**config.mk**
```make
export PLATFORM = sky130hd
export DESIGN_NAME = mutex_unit_with_fifo_waiters
export DESIGN_NICKNAME = d
export VERILOG_FILES = /design/src/rtl/mfw_pkg.sv /design/src/rtl/mfw_wait_store.sv /design/src/rtl/mfw_lock_table.sv /design/src/rtl/mutex_unit_with_fifo_waiters.sv
export SDC_FILE = /design/constraint.sdc
export NUM_CORES = 1
export LEC_CHECK = 0
export BUFFER_PORTS_ARGS = -buffer_cell sky130_fd_sc_hd__buf_2
export CORE_MARGIN = 5
export CORE_UTILIZATION = 55
export CTS_CLUSTER_DIAMETER = 100
export DETAILED_ROUTE_END_ITERATION = 8
export PLACE_DENSITY = 0.71
export REMOVE_ABC_BUFFERS = 1
export SLEW_MARGIN = 20
export SYNTH_ARGS = -nofsm -noshare
export SYNTH_HDL_FRONTEND = slang
export SYNTH_HIERARCHICAL = 1
export SYNTH_SLANG_ARGS = --single-unit
```
**constraint.sdc**
```tcl
create_clock -name clock -period 8.35 [get_ports clock]
set_clock_uncertainty 0.2 [all_clocks]
set_input_delay 0.4175 -clock clock [delete_from_list [all_inputs] [get_ports clock]]
set_output_delay 0.4175 -clock clock [all_outputs]
set_load 0.02 [all_outputs]
```
**src/rtl/mfw_pkg.sv**
```systemverilog
// Package for the mutex bank with FIFO waiters: sizes, field widths, status codes
// and the types shared between the lock table, the wait store and the top level.
// No dependencies.
package mfw_pkg;

   // Bank size and per-lock queue depth.
   localparam int NUM_LOCKS   = 3;
   localparam int QUEUE_DEPTH = 16;

   // Field widths on the ports.
   localparam int LOCK_W   = 3;
   localparam int PID_W    = 8;
   localparam int STATUS_W = 3;

   // Internal widths derived from the bank size and queue depth.
   localparam int LOCK_SEL_W = (NUM_LOCKS > 1) ? $clog2(NUM_LOCKS) : 1;
   localparam int SLOT_W     = $clog2(QUEUE_DEPTH);
   localparam int COUNT_W    = $clog2(QUEUE_DEPTH + 1);

   // Request modes.
   localparam logic MODE_ACQUIRE = 1'b0;
   localparam logic MODE_RELEASE = 1'b1;

   typedef enum logic [STATUS_W-1:0] {
      STATUS_ACQUIRED   = 3'd0,
      STATUS_BLOCKED    = 3'd1,
      STATUS_FREED      = 3'd2,
      STATUS_HANDED     = 3'd3,
      STATUS_UNKNOWN    = 3'd4,
      STATUS_NOT_OWNER  = 3'd5,
      STATUS_QUEUE_FULL = 3'd6
   } status_type;

   typedef logic [LOCK_SEL_W-1:0] lock_sel_type;
   typedef logic [SLOT_W-1:0]     slot_type;
   typedef logic [COUNT_W-1:0]    count_type;
   typedef logic [PID_W-1:0]      pid_type;

   // One request as held in the input register.
   typedef struct packed {
      logic              mode;
      logic [LOCK_W-1:0] lock_index;
      pid_type           pid;
   } request_type;

   // Write into the wait store: one slot of one lock's queue.
   typedef struct packed {
      logic         en;
      lock_sel_type lock;
      slot_type     slot;
      pid_type      data;
   } qwrite_type;

   // Read of the wait store: the head slot of the lock that the next request names.
   typedef struct packed {
      logic         en;
      lock_sel_type lock;
      slot_type     slot;
   } qread_type;

endpackage

```
**src/rtl/mfw_wait_store.sv**
```systemverilog
// Wait store: the queue slots of all locks, one write port and one registered read port.
// Depends on mfw_pkg.
module mfw_wait_store (
   input  logic                clock,
   input  mfw_pkg::qwrite_type wr,
   input  mfw_pkg::qread_type  rd,
   output mfw_pkg::pid_type    rd_data
);
   import mfw_pkg::*;

   pid_type mem [NUM_LOCKS][QUEUE_DEPTH];
   pid_type rd_data_ff;

   // Write the pushed id into its slot.
   always_ff @(posedge clock) begin
      if (wr.en) begin
         mem[wr.lock][wr.slot] <= wr.data;
      end
   end

   // Registered read; a write to the same slot in the same cycle is passed through.
   always_ff @(posedge clock) begin
      if (rd.en) begin
         if (wr.en && (wr.lock == rd.lock) && (wr.slot == rd.slot)) begin
            rd_data_ff <= wr.data;
         end else begin
            rd_data_ff <= mem[rd.lock][rd.slot];
         end
      end
   end

   assign rd_data = rd_data_ff;

endmodule

```
**src/rtl/mfw_lock_table.sv**
```systemverilog
// Lock table: held flag, owner, queue head and queue count of every lock, and the
// decision for the request in the input register. Depends on mfw_pkg.
module mfw_lock_table (
   input  logic                       clock,
   input  logic                       reset,
   input  logic                       advance,
   input  mfw_pkg::request_type       cur,
   input  mfw_pkg::pid_type           head_pid,
   input  logic                       next_take,
   input  logic [mfw_pkg::LOCK_W-1:0] next_lock_index,
   output mfw_pkg::qwrite_type        wr,
   output mfw_pkg::qread_type         rd,
   output mfw_pkg::status_type        status,
   output mfw_pkg::pid_type           next_owner
);
   import mfw_pkg::*;

   logic      held_ff  [NUM_LOCKS];
   pid_type   owner_ff [NUM_LOCKS];
   slot_type  head_ff  [NUM_LOCKS];
   count_type count_ff [NUM_LOCKS];

   logic      held_in  [NUM_LOCKS];
   pid_type   owner_in [NUM_LOCKS];
   slot_type  head_in  [NUM_LOCKS];
   count_type count_in [NUM_LOCKS];

   logic         cur_known;
   lock_sel_type cur_sel;
   logic         next_known;
   lock_sel_type next_sel;

   assign cur_known  = {1'b0, cur.lock_index} < (LOCK_W + 1)'(NUM_LOCKS);
   assign cur_sel    = cur_known ? cur.lock_index[LOCK_SEL_W-1:0] : '0;
   assign next_known = {1'b0, next_lock_index} < (LOCK_W + 1)'(NUM_LOCKS);
   assign next_sel   = next_known ? next_lock_index[LOCK_SEL_W-1:0] : '0;

   // Decide the outcome for the current request and form the next state of its lock.
   always_comb begin
      logic                 sel_held;
      pid_type              sel_owner;
      slot_type             sel_head;
      count_type            sel_count;
      logic                 held_nx;
      pid_type              owner_nx;
      slot_type             head_nx;
      count_type            count_nx;
      logic [SLOT_W:0]      tail_sum;
      slot_type             tail_slot;
      logic                 push;

      sel_held  = 1'b0;
      sel_owner = '0;
      sel_head  = '0;
      sel_count = '0;
      for (int i = 0; i < NUM_LOCKS; i++) begin
         if (cur_sel == LOCK_SEL_W'(i)) begin
            sel_held  = held_ff[i];
            sel_owner = owner_ff[i];
            sel_head  = head_ff[i];
            sel_count = count_ff[i];
         end
      end

      tail_sum = {1'b0, sel_head} + {1'b0, sel_count[SLOT_W-1:0]};
      if (tail_sum >= (SLOT_W + 1)'(QUEUE_DEPTH)) begin
         tail_sum = tail_sum - (SLOT_W + 1)'(QUEUE_DEPTH);
      end
      tail_slot = tail_sum[SLOT_W-1:0];

      held_nx    = sel_held;
      owner_nx   = sel_owner;
      head_nx    = sel_head;
      count_nx   = sel_count;
      push       = 1'b0;
      status     = STATUS_UNKNOWN;
      next_owner = '0;

      if (cur_known) begin
         if (cur.mode == MODE_ACQUIRE) begin
            if (!sel_held) begin
               held_nx  = 1'b1;
               owner_nx = cur.pid;
               status   = STATUS_ACQUIRED;
            end else if (sel_count == COUNT_W'(QUEUE_DEPTH)) begin
               status = STATUS_QUEUE_FULL;
            end else begin
               push     = 1'b1;
               count_nx = sel_count + 1'b1;
               status   = STATUS_BLOCKED;
            end
         end else begin
            if (!sel_held || (sel_owner != cur.pid)) begin
               status = STATUS_NOT_OWNER;
            end else if (sel_count != '0) begin
               next_owner = head_pid;
               owner_nx   = head_pid;
               head_nx    = (sel_head == SLOT_W'(QUEUE_DEPTH - 1)) ? '0 : sel_head + 1'b1;
               count_nx   = sel_count - 1'b1;
               status     = STATUS_HANDED;
            end else begin
               held_nx  = 1'b0;
               owner_nx = '0;
               status   = STATUS_FREED;
            end
         end
      end

      for (int i = 0; i < NUM_LOCKS; i++) begin
         if (cur_known && (cur_sel == LOCK_SEL_W'(i))) begin
            held_in[i]  = held_nx;
            owner_in[i] = owner_nx;
            head_in[i]  = head_nx;
            count_in[i] = count_nx;
         end else begin
            held_in[i]  = held_ff[i];
            owner_in[i] = owner_ff[i];
            head_in[i]  = head_ff[i];
            count_in[i] = count_ff[i];
         end
      end

      wr.en   = advance && push;
      wr.lock = cur_sel;
      wr.slot = tail_slot;
      wr.data = cur.pid;
   end

   // Head slot for the request being taken now, as its lock stands after this cycle.
   always_comb begin
      rd.en   = next_take;
      rd.lock = next_sel;
      rd.slot = '0;
      for (int i = 0; i < NUM_LOCKS; i++) begin
         if (next_sel == LOCK_SEL_W'(i)) begin
            rd.slot = advance ? head_in[i] : head_ff[i];
         end
      end
   end

   // Lock state commits when the request moves on to the result register.
   always_ff @(posedge clock) begin
      if (reset) begin
         for (int i = 0; i < NUM_LOCKS; i++) begin
            held_ff[i]  <= 1'b0;
            owner_ff[i] <= '0;
            head_ff[i]  <= '0;
            count_ff[i] <= '0;
         end
      end else if (advance) begin
         for (int i = 0; i < NUM_LOCKS; i++) begin
            held_ff[i]  <= held_in[i];
            owner_ff[i] <= owner_in[i];
            head_ff[i]  <= head_in[i];
            count_ff[i] <= count_in[i];
         end
      end
   end

endmodule

```
**src/rtl/mutex_unit_with_fifo_waiters.sv**
```systemverilog
// Top level of the mutex bank with FIFO waiters: input register, result register,
// lock table and wait store. Depends on mfw_pkg, mfw_lock_table and mfw_wait_store.
//
//   Channel   Direction   Ports                                            Flow control
//   req       in          req_mode, req_lock_index, req_process_id         req_valid / req_stall
//   rsp       out         rsp_status, rsp_next_owner                       rsp_valid / rsp_stall
//
// One request is taken per cycle while req_stall is low, and each gives exactly one result beat.
// A request beat is loaded into the input register (with the wait store head read) when it is
// accepted, and into the result register when it moves on; its result beat is shown from there.
// Reset is synchronous and frees every lock with an empty queue; no clearing pass.
// A stall on rsp holds the result register and, when the input register is full,
// raises req_stall in the same cycle.
module mutex_unit_with_fifo_waiters (
   input  logic                         clock,
   input  logic                         reset,
   input  logic                         req_valid,
   output logic                         req_stall,
   input  logic                         req_mode,
   input  logic [mfw_pkg::LOCK_W-1:0]   req_lock_index,
   input  logic [mfw_pkg::PID_W-1:0]    req_process_id,
   output logic                         rsp_valid,
   input  logic                         rsp_stall,
   output logic [mfw_pkg::STATUS_W-1:0] rsp_status,
   output logic [mfw_pkg::PID_W-1:0]    rsp_next_owner
);
   import mfw_pkg::*;

   logic        req_valid_ff;
   logic        req_valid_in;
   request_type req_ff;
   logic        rsp_valid_ff;
   logic        rsp_valid_in;
   status_type  rsp_status_ff;
   pid_type     rsp_next_owner_ff;

   logic       advance;
   logic       take;
   qwrite_type wr;
   qread_type  rd;
   pid_type    head_pid;
   status_type lt_status;
   pid_type    lt_next_owner;

   // The held request moves on when the result register is free or being emptied.
   assign advance      = req_valid_ff && (!rsp_valid_ff || !rsp_stall);
   assign req_stall    = req_valid_ff && !advance;
   assign take         = req_valid && !req_stall;
   assign req_valid_in = take || (req_valid_ff && !advance);
   assign rsp_valid_in = advance || (rsp_valid_ff && rsp_stall);

   // Input register.
   always_ff @(posedge clock) begin
      if (reset) begin
         req_valid_ff <= 1'b0;
      end else begin
         req_valid_ff <= req_valid_in;
      end
      if (take) begin
         req_ff.mode       <= req_mode;
         req_ff.lock_index <= req_lock_index;
         req_ff.pid        <= req_process_id;
      end
   end

   mfw_lock_table u_lock_table (
      .clock           (clock),
      .reset           (reset),
      .advance         (advance),
      .cur             (req_ff),
      .head_pid        (head_pid),
      .next_take       (take),
      .next_lock_index (req_lock_index),
      .wr              (wr),
      .rd              (rd),
      .status          (lt_status),
      .next_owner      (lt_next_owner)
   );

   mfw_wait_store u_wait_store (
      .clock   (clock),
      .wr      (wr),
      .rd      (rd),
      .rd_data (head_pid)
   );

   // Result register.
   always_ff @(posedge clock) begin
      if (reset) begin
         rsp_valid_ff <= 1'b0;
      end else begin
         rsp_valid_ff <= rsp_valid_in;
      end
      if (advance) begin
         rsp_status_ff     <= lt_status;
         rsp_next_owner_ff <= lt_next_owner;
      end
   end

   assign rsp_valid      = rsp_valid_ff;
   assign rsp_status     = rsp_status_ff;
   assign rsp_next_owner = rsp_next_owner_ff;

   // A request that moves on always shows up as a result beat.
   a_advance_gives_result: assert property (@(posedge clock) disable iff (reset)
      advance |=> rsp_valid)
      else $error("request moved on without a result beat");

   // The next owner field is zero unless the lock was handed over.
   a_next_owner_zero: assert property (@(posedge clock) disable iff (reset)
      (rsp_valid && (rsp_status != STATUS_HANDED)) |-> (rsp_next_owner == '0))
      else $error("next owner set on a result that is not a hand-over");

   // The wait store is written only for a request that ends up blocked.
   a_push_only_blocked: assert property (@(posedge clock) disable iff (reset)
      wr.en |-> (advance && (lt_status == STATUS_BLOCKED)))
      else $error("queue write without a blocked request");

   // A stalled result beat holds its fields.
   a_result_holds: assert property (@(posedge clock) disable iff (reset)
      (rsp_valid && rsp_stall) |=> ($stable(rsp_status) && $stable(rsp_next_owner)))
      else $error("result changed while stalled");

endmodule

```
==> parameters.txt, run 1 <==
Parameter                              Value

Run status
  Status ... finished, final reports clean

Floorplanning
  Starting density of the core ... between 50% and 60%
  Die Ht ... between 200 and 250 um
  Die span in x ... 203 um
  Core outline area ... 36600 um^2
  Area of the die ... roughly 40000 um^2
  Standard-cell row count ... 70
  Ports placed on the boundary ... 29

Clock tree
  Count of buffers added by post-CTS timing repair for setup ... 0
  Post-cts gate resize count ... 0
  Clk_lat worst skew ... 0.58 ns
  Clock-pin slew on the worst setup and hold paths ... ~0.060 ns
  Clock net sink count ... 471
  Number of buffers inserted during clock tree synthesis ... 47
  Clock Tree Buf Depth ... 3
  CTS tree ... yes
  Hold Buf Count CTS ... 15
  Total number of H-tree levels ... 2
  Buffer cell driving the clock tree root ... sky130_fd_sc_hd__clkbuf_16

Pwr
  Relative contribution of sequential cells to total power ... between 50% and 60%
  Logic gate share of total power ... roughly a tenth
  Cell Pwr Density ... between 200 and 250 nW/um^2
  Clk network pwr share ... between 30% and 40%
  Internal power consumption ... a little under 4000 uW
  Switch share ... roughly a quarter
  Static Leak ... approximately 0.0072 uW
  VDD IR max ... 212 uV
  Power spent charging and discharging nets ... 1190 uW

Finish
  Signed area change from the synthesized netlist to the final layout ... 9.92%
  Final instance count without filler cells ... approximately 1.8k
  # diodes ... 0
  Number of filler instances in the final layout ... 2669
  Share of layout cells above drive strength 1 ... approximately 17%
  Number of nets at the end of the flow ... 1325

Placement
  Routability congestion estimate from global placement ... about 0.9
  Cell count after placement ... ~1.7k
  Count of buffers inserted at the top-level ports ... 28
  Sum of net half-perimeters after detailed placement ... a little under 30 mm
  Minimum setup slack after placement ... approximately 1.5 ns

STA
  Worst setup margin ... 1.39 ns
  Maximum operating frequency ... between 0.1 and 0.15 GHz
  Share of the clock period used by the worst path ... 83.4%
  Final hold slack ... 0.301 ns
  Count of endpoints failing setup in the final report ... 0
  Final critical delay including setup and external delays ... a little under 7 ns
  Remaining max-slew budget at the tightest pin ... between 20% and 30%
  Total negative slack for setup checks ... 0 ns
  Slew Viols, Final ... 0
  Unrepaired setup endpoints after global routing ... false
  Count of endpoints failing hold in the final timing report ... 0
  Slew of the pin with the lowest slew margin ... ~1.1 ns

Detailed routing
  DR DRC count ... 0
  ANT nets after route ... 0
  Iteration-0 DRC Markers ... between 1.5k and 2k
  Total wirelength of the detailed-routed design ... between 40 and 50 mm
  Detailed-routing iteration count for the pre-antenna-repair pass ... 6
  Total via count after detailed routing ... ~12k
  Per-cell routed wire length ... roughly 26 um
  Detailed-route vias per instance ... 6.51

Global routing
  Initial antenna violation count ... 0
  First-pass GRT wire length ... 72.5 mm
  Remaining Overflow, GRT ... 0
  Total routing usage reported by global routing ... approximately a quarter
  Via count of the first global-routing pass ... between 10k and 15k
  Pin count of the biggest net entering global routing ... 60

Run
  Max-cap check violation count ... 0

Hold path
  Worst min-delay path category ... in -> reg
  Worst Min Path Start ... req_valid

Synthesis
  Synth async-reset ratio ... 0%
  Gate count of the mapped netlist ... ~1.3k
  Number of warnings issued by yosys ... 6
  Synth Cell Area ... between 20000 and 25000 um^2
  Number of synthesized flops with an enable pin ... 469
  Synthesis-stage register bit count ... about 470
  Netlist cell types ... 74
  Ys flop type ... sky130_fd_sc_hd__edfxtp_1
  Sequential cell area fraction in the yosys report ... between 60% and 70%
  Post-Synthesis Mean Instance Area ... 16.0 um^2

Worst setup path
  Endpoint type of the worst setup path ... flop
  Launch point of the worst reg-to-reg path ... req_ff[8]
  Worst Setup SP ... req_ff[8]
  Type of element launching the critical path ... flop
  CP Class ... reg -> reg
  Critical path data required time ... approximately 8.4 ns
  Arrival time at the worst endpoint ... 7.05 ns
  Critical path peak fanout ... 41
-- placed cells by master, fill, tap and decap left out, types with 20 or more instances in the layout --
master,count
sky130_fd_sc_hd__edfxtp_1,469
sky130_fd_sc_hd__nor2_1,104
sky130_fd_sc_hd__mux4_2,82
sky130_fd_sc_hd__nand2_1,71
sky130_fd_sc_hd__clkbuf_16,47
sky130_fd_sc_hd__a21oi_1,44
sky130_fd_sc_hd__mux2i_1,39
sky130_fd_sc_hd__o21ai_0,38
sky130_fd_sc_hd__o22ai_1,37
sky130_fd_sc_hd__buf_2,28
sky130_fd_sc_hd__xnor2_1,26
sky130_fd_sc_hd__nand3_1,23
sky130_fd_sc_hd__buf_4,20
-- final cells by class --
cell class,count,area (um^2),area share [%]
tap,468,586,2.61
multi-input combinational,702,5790,25.8
inverter,18,67.6,0.301
clock buffer,55,1210,5.37
sequential,471,14100,62.9
clock inverter,26,213,0.947
timing repair buffer,64,460,2.05
-- routing by layer --
metal  routed length [um]  vias to the layer above  share of wire [%]  global-route usage (%)
met4                 1780                        0                3.8                    8.97
met1                19700                     5986                 41                    33.3
met3                 3400                       90                7.1                    3.98
li1                     -                     5136                  -                       -
met2                22700                      528                 48                    36.7
met5                    0                        -                  0                       0
-- Yosys cell counts, types with 16 or more instances --
cell / n / area, um^2
sky130_fd_sc_hd__inv_1: 16 / 60.1
sky130_fd_sc_hd__xor2_1: 16 / 140
sky130_fd_sc_hd__nand3_1: 23 / 115
sky130_fd_sc_hd__a211oi_1: 19 / 143
sky130_fd_sc_hd__nor2b_1: 16 / 100
sky130_fd_sc_hd__buf_2: 17 / 85.1
sky130_fd_sc_hd__o21ai_0: 38 / 190
sky130_fd_sc_hd__o22ai_1: 37 / 231
sky130_fd_sc_hd__clkbuf_1: 43 / 161
sky130_fd_sc_hd__nor2_1: 105 / 394
sky130_fd_sc_hd__buf_4: 19 / 143
sky130_fd_sc_hd__nor3_1: 16 / 80.1
sky130_fd_sc_hd__mux4_2: 82 / 1850
sky130_fd_sc_hd__mux2i_1: 39 / 390
sky130_fd_sc_hd__edfxtp_1: 469 / 14100
sky130_fd_sc_hd__nand2_1: 71 / 267
sky130_fd_sc_hd__a21oi_1: 44 / 220
sky130_fd_sc_hd__xnor2_1: 26 / 228
-- kinds of logic after synthesis --
logic type,after synthesis,synth area share [%]
flip-flops,471,69.2
AND/OR/NAND/NOR,297,6.91
AO/OA/AOI/OAI,226,7.54
multiplexers,131,11.6
buffers and inverters,106,2.66
XOR/XNOR,42,1.80
adder cells (fa/ha/maj),6,0.355
-- stage by stage --
stage               cell area (um^2)  power [uW]  util [%]
floorplan                      19900        3030         -
global placement               20900        3170      57.0
detailed placement             20900        3170      57.0
CTS                            22400        5130      61.3
global route                   22400        5290      61.3
finish                         22400        5100      61.3
-- final timing paths --
| path | endpoint | slack [ns] | cells past startpoint |
|---|---|---|---|
| setup reg to reg | u_wait_store/rd_data[2] | 1.39 | 14 |
| setup / recovery | u_wait_store/rd_data[2] | 1.39 | 14 |
| hold reg to reg | rsp_valid | 0.31 | 2 |
| hold / removal | u_wait_store/rd_data[3] | 0.30 | 4 |
-- power groups by stage --
stage          clock network [uW]  logic [uW]  registers [uW]
2_1_floorplan                   0         309            2730
3_3_place_gp                    0         456            2710
3_5_place_dp                    0         461            2710
4_1_cts                      2000         468            2660
5_1_grt                      2120         506            2660
6_report                     1960         474            2660
-- worst max-delay path, cell delays in order, from the launching register on --
cell and delay, ns:
sky130_fd_sc_hd__edfxtp_1 0.94, sky130_fd_sc_hd__nand2b_1 0.77, sky130_fd_sc_hd__mux2i_1 0.42, sky130_fd_sc_hd__xnor2_1 0.11, sky130_fd_sc_hd__a22oi_1 0.23, sky130_fd_sc_hd__nand4_1 0.41, sky130_fd_sc_hd__nor3_1 0.48, sky130_fd_sc_hd__xnor2_1 0.17
sky130_fd_sc_hd__o21ai_0 0.22, sky130_fd_sc_hd__a221o_4 0.72, sky130_fd_sc_hd__buf_4 0.48, sky130_fd_sc_hd__mux4_2 0.37, sky130_fd_sc_hd__mux2_2 0.30, sky130_fd_sc_hd__a2111oi_0 0.69, sky130_fd_sc_hd__a311oi_1 0.11
-- flip-flops by register name, indices dropped and copies added, names as in the netlist --
| name | count |
|---|---|
| rsp_valid | 1 |
| u_lock_table/count_ff | 15 |
| req_ff | 12 |
| rsp_next_owner | 8 |
| u_lock_table/owner_ff | 24 |
| req_valid_ff | 1 |
| rsp_status | 3 |
| u_lock_table/head_ff | 12 |
| u_lock_table/held_ff | 3 |
| u_wait_store/mem | 384 |
| u_wait_store/rd_data | 8 |
Note: power is estimated with default switching activity, not from simulation.
==> run 2, diff against run 1 <==
- clock period: 8.35 -> 7.05 ns (I/O delays scaled with it)
==> parameters.txt, run 2 (synthesis results as in run 1) <==
Parameter                              Value

Run status
  Status ... finished, final reports clean (unchanged)

Worst setup path
  Depth of the worst register-to-register path ... 18 (was 14)
  Arrival time at the worst endpoint ... 6.52 ns (was 7.05 ns)
  Endpoint type of the worst setup path ... flop (unchanged)
  Type of element launching the critical path ... flop (unchanged)
  CP Class ... reg -> reg (unchanged)
  Critical path data required time ... 7.14 ns (was 8.44 ns)
  Critical path peak fanout ... 29 (was 41)

Clock tree
  CTS tree ... yes (unchanged)
  Number of buffers inserted during clock tree synthesis ... 47 (unchanged)
  Clock net sink count ... 471 (unchanged)
  Clk_lat worst skew ... 0.59 ns (was 0.58 ns)
  Clock Tree Buf Depth ... 3 (unchanged)
  Buffer cell driving the clock tree root ... sky130_fd_sc_hd__clkbuf_16 (unchanged)
  Total number of H-tree levels ... 2 (unchanged)
  Count of buffers added by post-CTS timing repair for setup ... 0 (unchanged)
  Post-cts gate resize count ... 0 (unchanged)
  Hold Buf Count CTS ... 15 (unchanged)
  Clock-pin slew on the worst setup and hold paths ... 0.06 ns (about the same)

Placement
  Minimum setup slack after placement ... 0.730 ns (was 1.55 ns)
  Sum of net half-perimeters after detailed placement ... 30.4 mm (was 29.2 mm)
  Placed cell areas ... 21000 um^2 (was 20900 um^2)
  Routability congestion estimate from global placement ... 0.893 (was 0.905)
  Count of buffers inserted at the top-level ports ... 28 (unchanged)

Finish
  Utilization after layout ... 61.7% (was 61.3%)
  # diodes ... 0 (unchanged)
  Footprint of the multi-input gates ... 5790 um^2 (unchanged)
  Signed area change from the synthesized netlist to the final layout ... 10.6% (was 9.92%)
  Number of filler instances in the final layout ... 2620 (was 2669)
  Largest register FFs ... 384 (unchanged)
  Registers with the most flip-flops ... u_wait_store/mem: 384 flops, u_lock_table/owner_ff: 24 flops, u_lock_table/count_ff: 15 flops (unchanged)
  Leading cell types in the layout, fill and taps excluded ... sky130_fd_sc_hd__edfxtp_1, sky130_fd_sc_hd__nor2_1, sky130_fd_sc_hd__mux4_2 (unchanged)
  Largest Register ... u_wait_store/mem (unchanged)
  Share of layout cells above drive strength 1 ... 17.8% (was 16.8%)
  Cell area after layout ... 22600 um^2 (was 22400 um^2)
  Most common cell after layout, fill and taps aside ... sky130_fd_sc_hd__edfxtp_1 (unchanged)
  Area of all sequential standard cells ... 14100 um^2 (unchanged)
  Number of nets at the end of the flow ... 1336 (was 1325)

Floorplanning
  Die Ht ... 203 um (unchanged)
  Die span in x ... 203 um (unchanged)
  Standard-cell row count ... 70 (unchanged)
  Starting density of the core ... 55.8% (unchanged)
  Core outline area ... 36600 um^2 (unchanged)
  Area of the die ... 41100 um^2 (unchanged)
  Ports placed on the boundary ... 29 (unchanged)

Pwr
  Static Leak ... 0.00724 uW (was 0.00716 uW)
  VDD IR max ... 206 uV (was 212 uV)
  Power consumption ... 6100 uW (was 5100 uW)
  Cell Pwr Density ... 270 nW/um^2 (was 227 nW/um^2)

Hold path
  Worst min-delay path category ... in -> reg (unchanged)
  WHS Path Cells ... 4 (unchanged)

STA
  Unrepaired setup endpoints after global routing ... false (unchanged)
  Count of endpoints failing setup in the final report ... 0 (unchanged)
  Total negative slack for setup checks ... 0 ns (unchanged)
  Final critical delay including setup and external delays ... 6.43 ns (was 6.96 ns)
  Remaining max-slew budget at the tightest pin ... 20.1% (was 25.9%)
  Maximum operating frequency ... 0.156 GHz (was 0.144 GHz)
  Worst setup margin ... 0.621 ns (was 1.39 ns)
  Slew of the pin with the lowest slew margin ... 1.20 ns (was 1.11 ns)
  Count of endpoints failing hold in the final timing report ... 0 (unchanged)
  Slew Viols, Final ... 0 (unchanged)
  Share of the clock period used by the worst path ... 91.2% (was 83.4%)

Detailed routing
  Iteration-0 DRC Markers ... 1304 (was 1540)
  Detailed-route vias per instance ... 6.56 (was 6.51)
  Per-cell routed wire length ... 26.8 um (was 26.3 um)
  Detailed-routing iteration count for the pre-antenna-repair pass ... 6 (unchanged)
  ANT nets after route ... 0 (unchanged)
  Total via count after detailed routing ... 11.9k (was 11.7k)
  DR DRC count ... 0 (unchanged)
  Total wirelength of the detailed-routed design ... 48.8 mm (was 47.5 mm)

Global routing
  Met2 track demand over resource in global routing ... 38.1% (was 36.7%)
  Pin count of the biggest net entering global routing ... 52 (was 60)
  Global routing's busiest layer ... met2 (unchanged)
  Total routing usage reported by global routing ... 23.5% (was 23.4%)
  Met1 usage ... 33.2% (was 33.3%)
  Global routing usage on met3 ... 3.66% (was 3.98%)
  Initial antenna violation count ... 0 (unchanged)
  Remaining Overflow, GRT ... 0 (unchanged)
  First-pass GRT wire length ... 73.2 mm (was 72.5 mm)
  Via count of the first global-routing pass ... 11.7k (was 11.4k)

Run
  Max-cap check violation count ... 0 (unchanged)
run 2: changes by cell type in the layout (fill, tap and decap cells not counted):
cell / before / now
sky130_fd_sc_hd__buf_12: 1 / 2
sky130_fd_sc_hd__buf_4: 20 / 30
sky130_fd_sc_hd__clkbuf_1: 8 / 9
sky130_fd_sc_hd__clkbuf_16: 47 / 48
sky130_fd_sc_hd__clkinv_1: 10 / 8
sky130_fd_sc_hd__clkinv_16: 0 / 1
sky130_fd_sc_hd__clkinv_2: 7 / 14
sky130_fd_sc_hd__clkinv_4: 3 / 0
sky130_fd_sc_hd__inv_6: 3 / 1
run 2: cell type report:
cell class	instances	share of cell area [%]
inverter	18	0.299
tap	468	2.59
clock buffer	57	5.47
timing repair buffer	75	2.46
sequential	471	62.5
multi-input combinational	702	25.6
clock inverter	27	1.00
run 2: worst max-delay path, cell delays in order, from the launching register on:
cell and delay (ns):
sky130_fd_sc_hd__edfxtp_1 0.53, sky130_fd_sc_hd__nor2b_1 0.38, sky130_fd_sc_hd__nand2_1 0.22, sky130_fd_sc_hd__inv_1 0.45
sky130_fd_sc_hd__or3_1 0.18, sky130_fd_sc_hd__o221ai_1 0.21, sky130_fd_sc_hd__ha_1 0.30, sky130_fd_sc_hd__nand4_1 0.13
sky130_fd_sc_hd__nand3_1 0.13, sky130_fd_sc_hd__nor3_1 0.41, sky130_fd_sc_hd__xnor2_1 0.20, sky130_fd_sc_hd__o21ai_0 0.23
sky130_fd_sc_hd__a221o_4 0.58, sky130_fd_sc_hd__buf_12 0.28, sky130_fd_sc_hd__mux4_2 0.53, sky130_fd_sc_hd__a22oi_1 0.20
sky130_fd_sc_hd__nor2_1 0.05, sky130_fd_sc_hd__a2111oi_0 0.69, sky130_fd_sc_hd__a311oi_1 0.15
run 2: routing by layer:
metal	share of wire, %	routed length (um)
met1	40	19700
met2	49	23800
met3	7.9	3860
met4	2.9	1430
met5	0	0
run 2: stage by stage:
step | std cells | hold WS [ns]
after CTS | 1818 | 0.229
after global routing | 1818 | 0.268
after detailed placement | 1719 | 0.299
final | 1818 | 0.248
after global placement | 1719 | 0.278
after floorplan | 1191 | 0.215
run 2: power breakdown:
group          switching (uW)  internal [uW]  total, uW
registers                33.9           3120       3160
clock network            1030           1330       2360
logic                     360            215        576
total                    1430           4670       6100
run 2: path summary, 6_finish.rpt:
kind                             end         start  slack, ns
max          u_wait_store/rd_data[2]    req_ff[10]       0.62
min                        req_ff[9]     req_valid       0.25
max reg2reg  u_wait_store/rd_data[2]    req_ff[10]       0.62
min reg2reg                rsp_valid  req_valid_ff       0.33
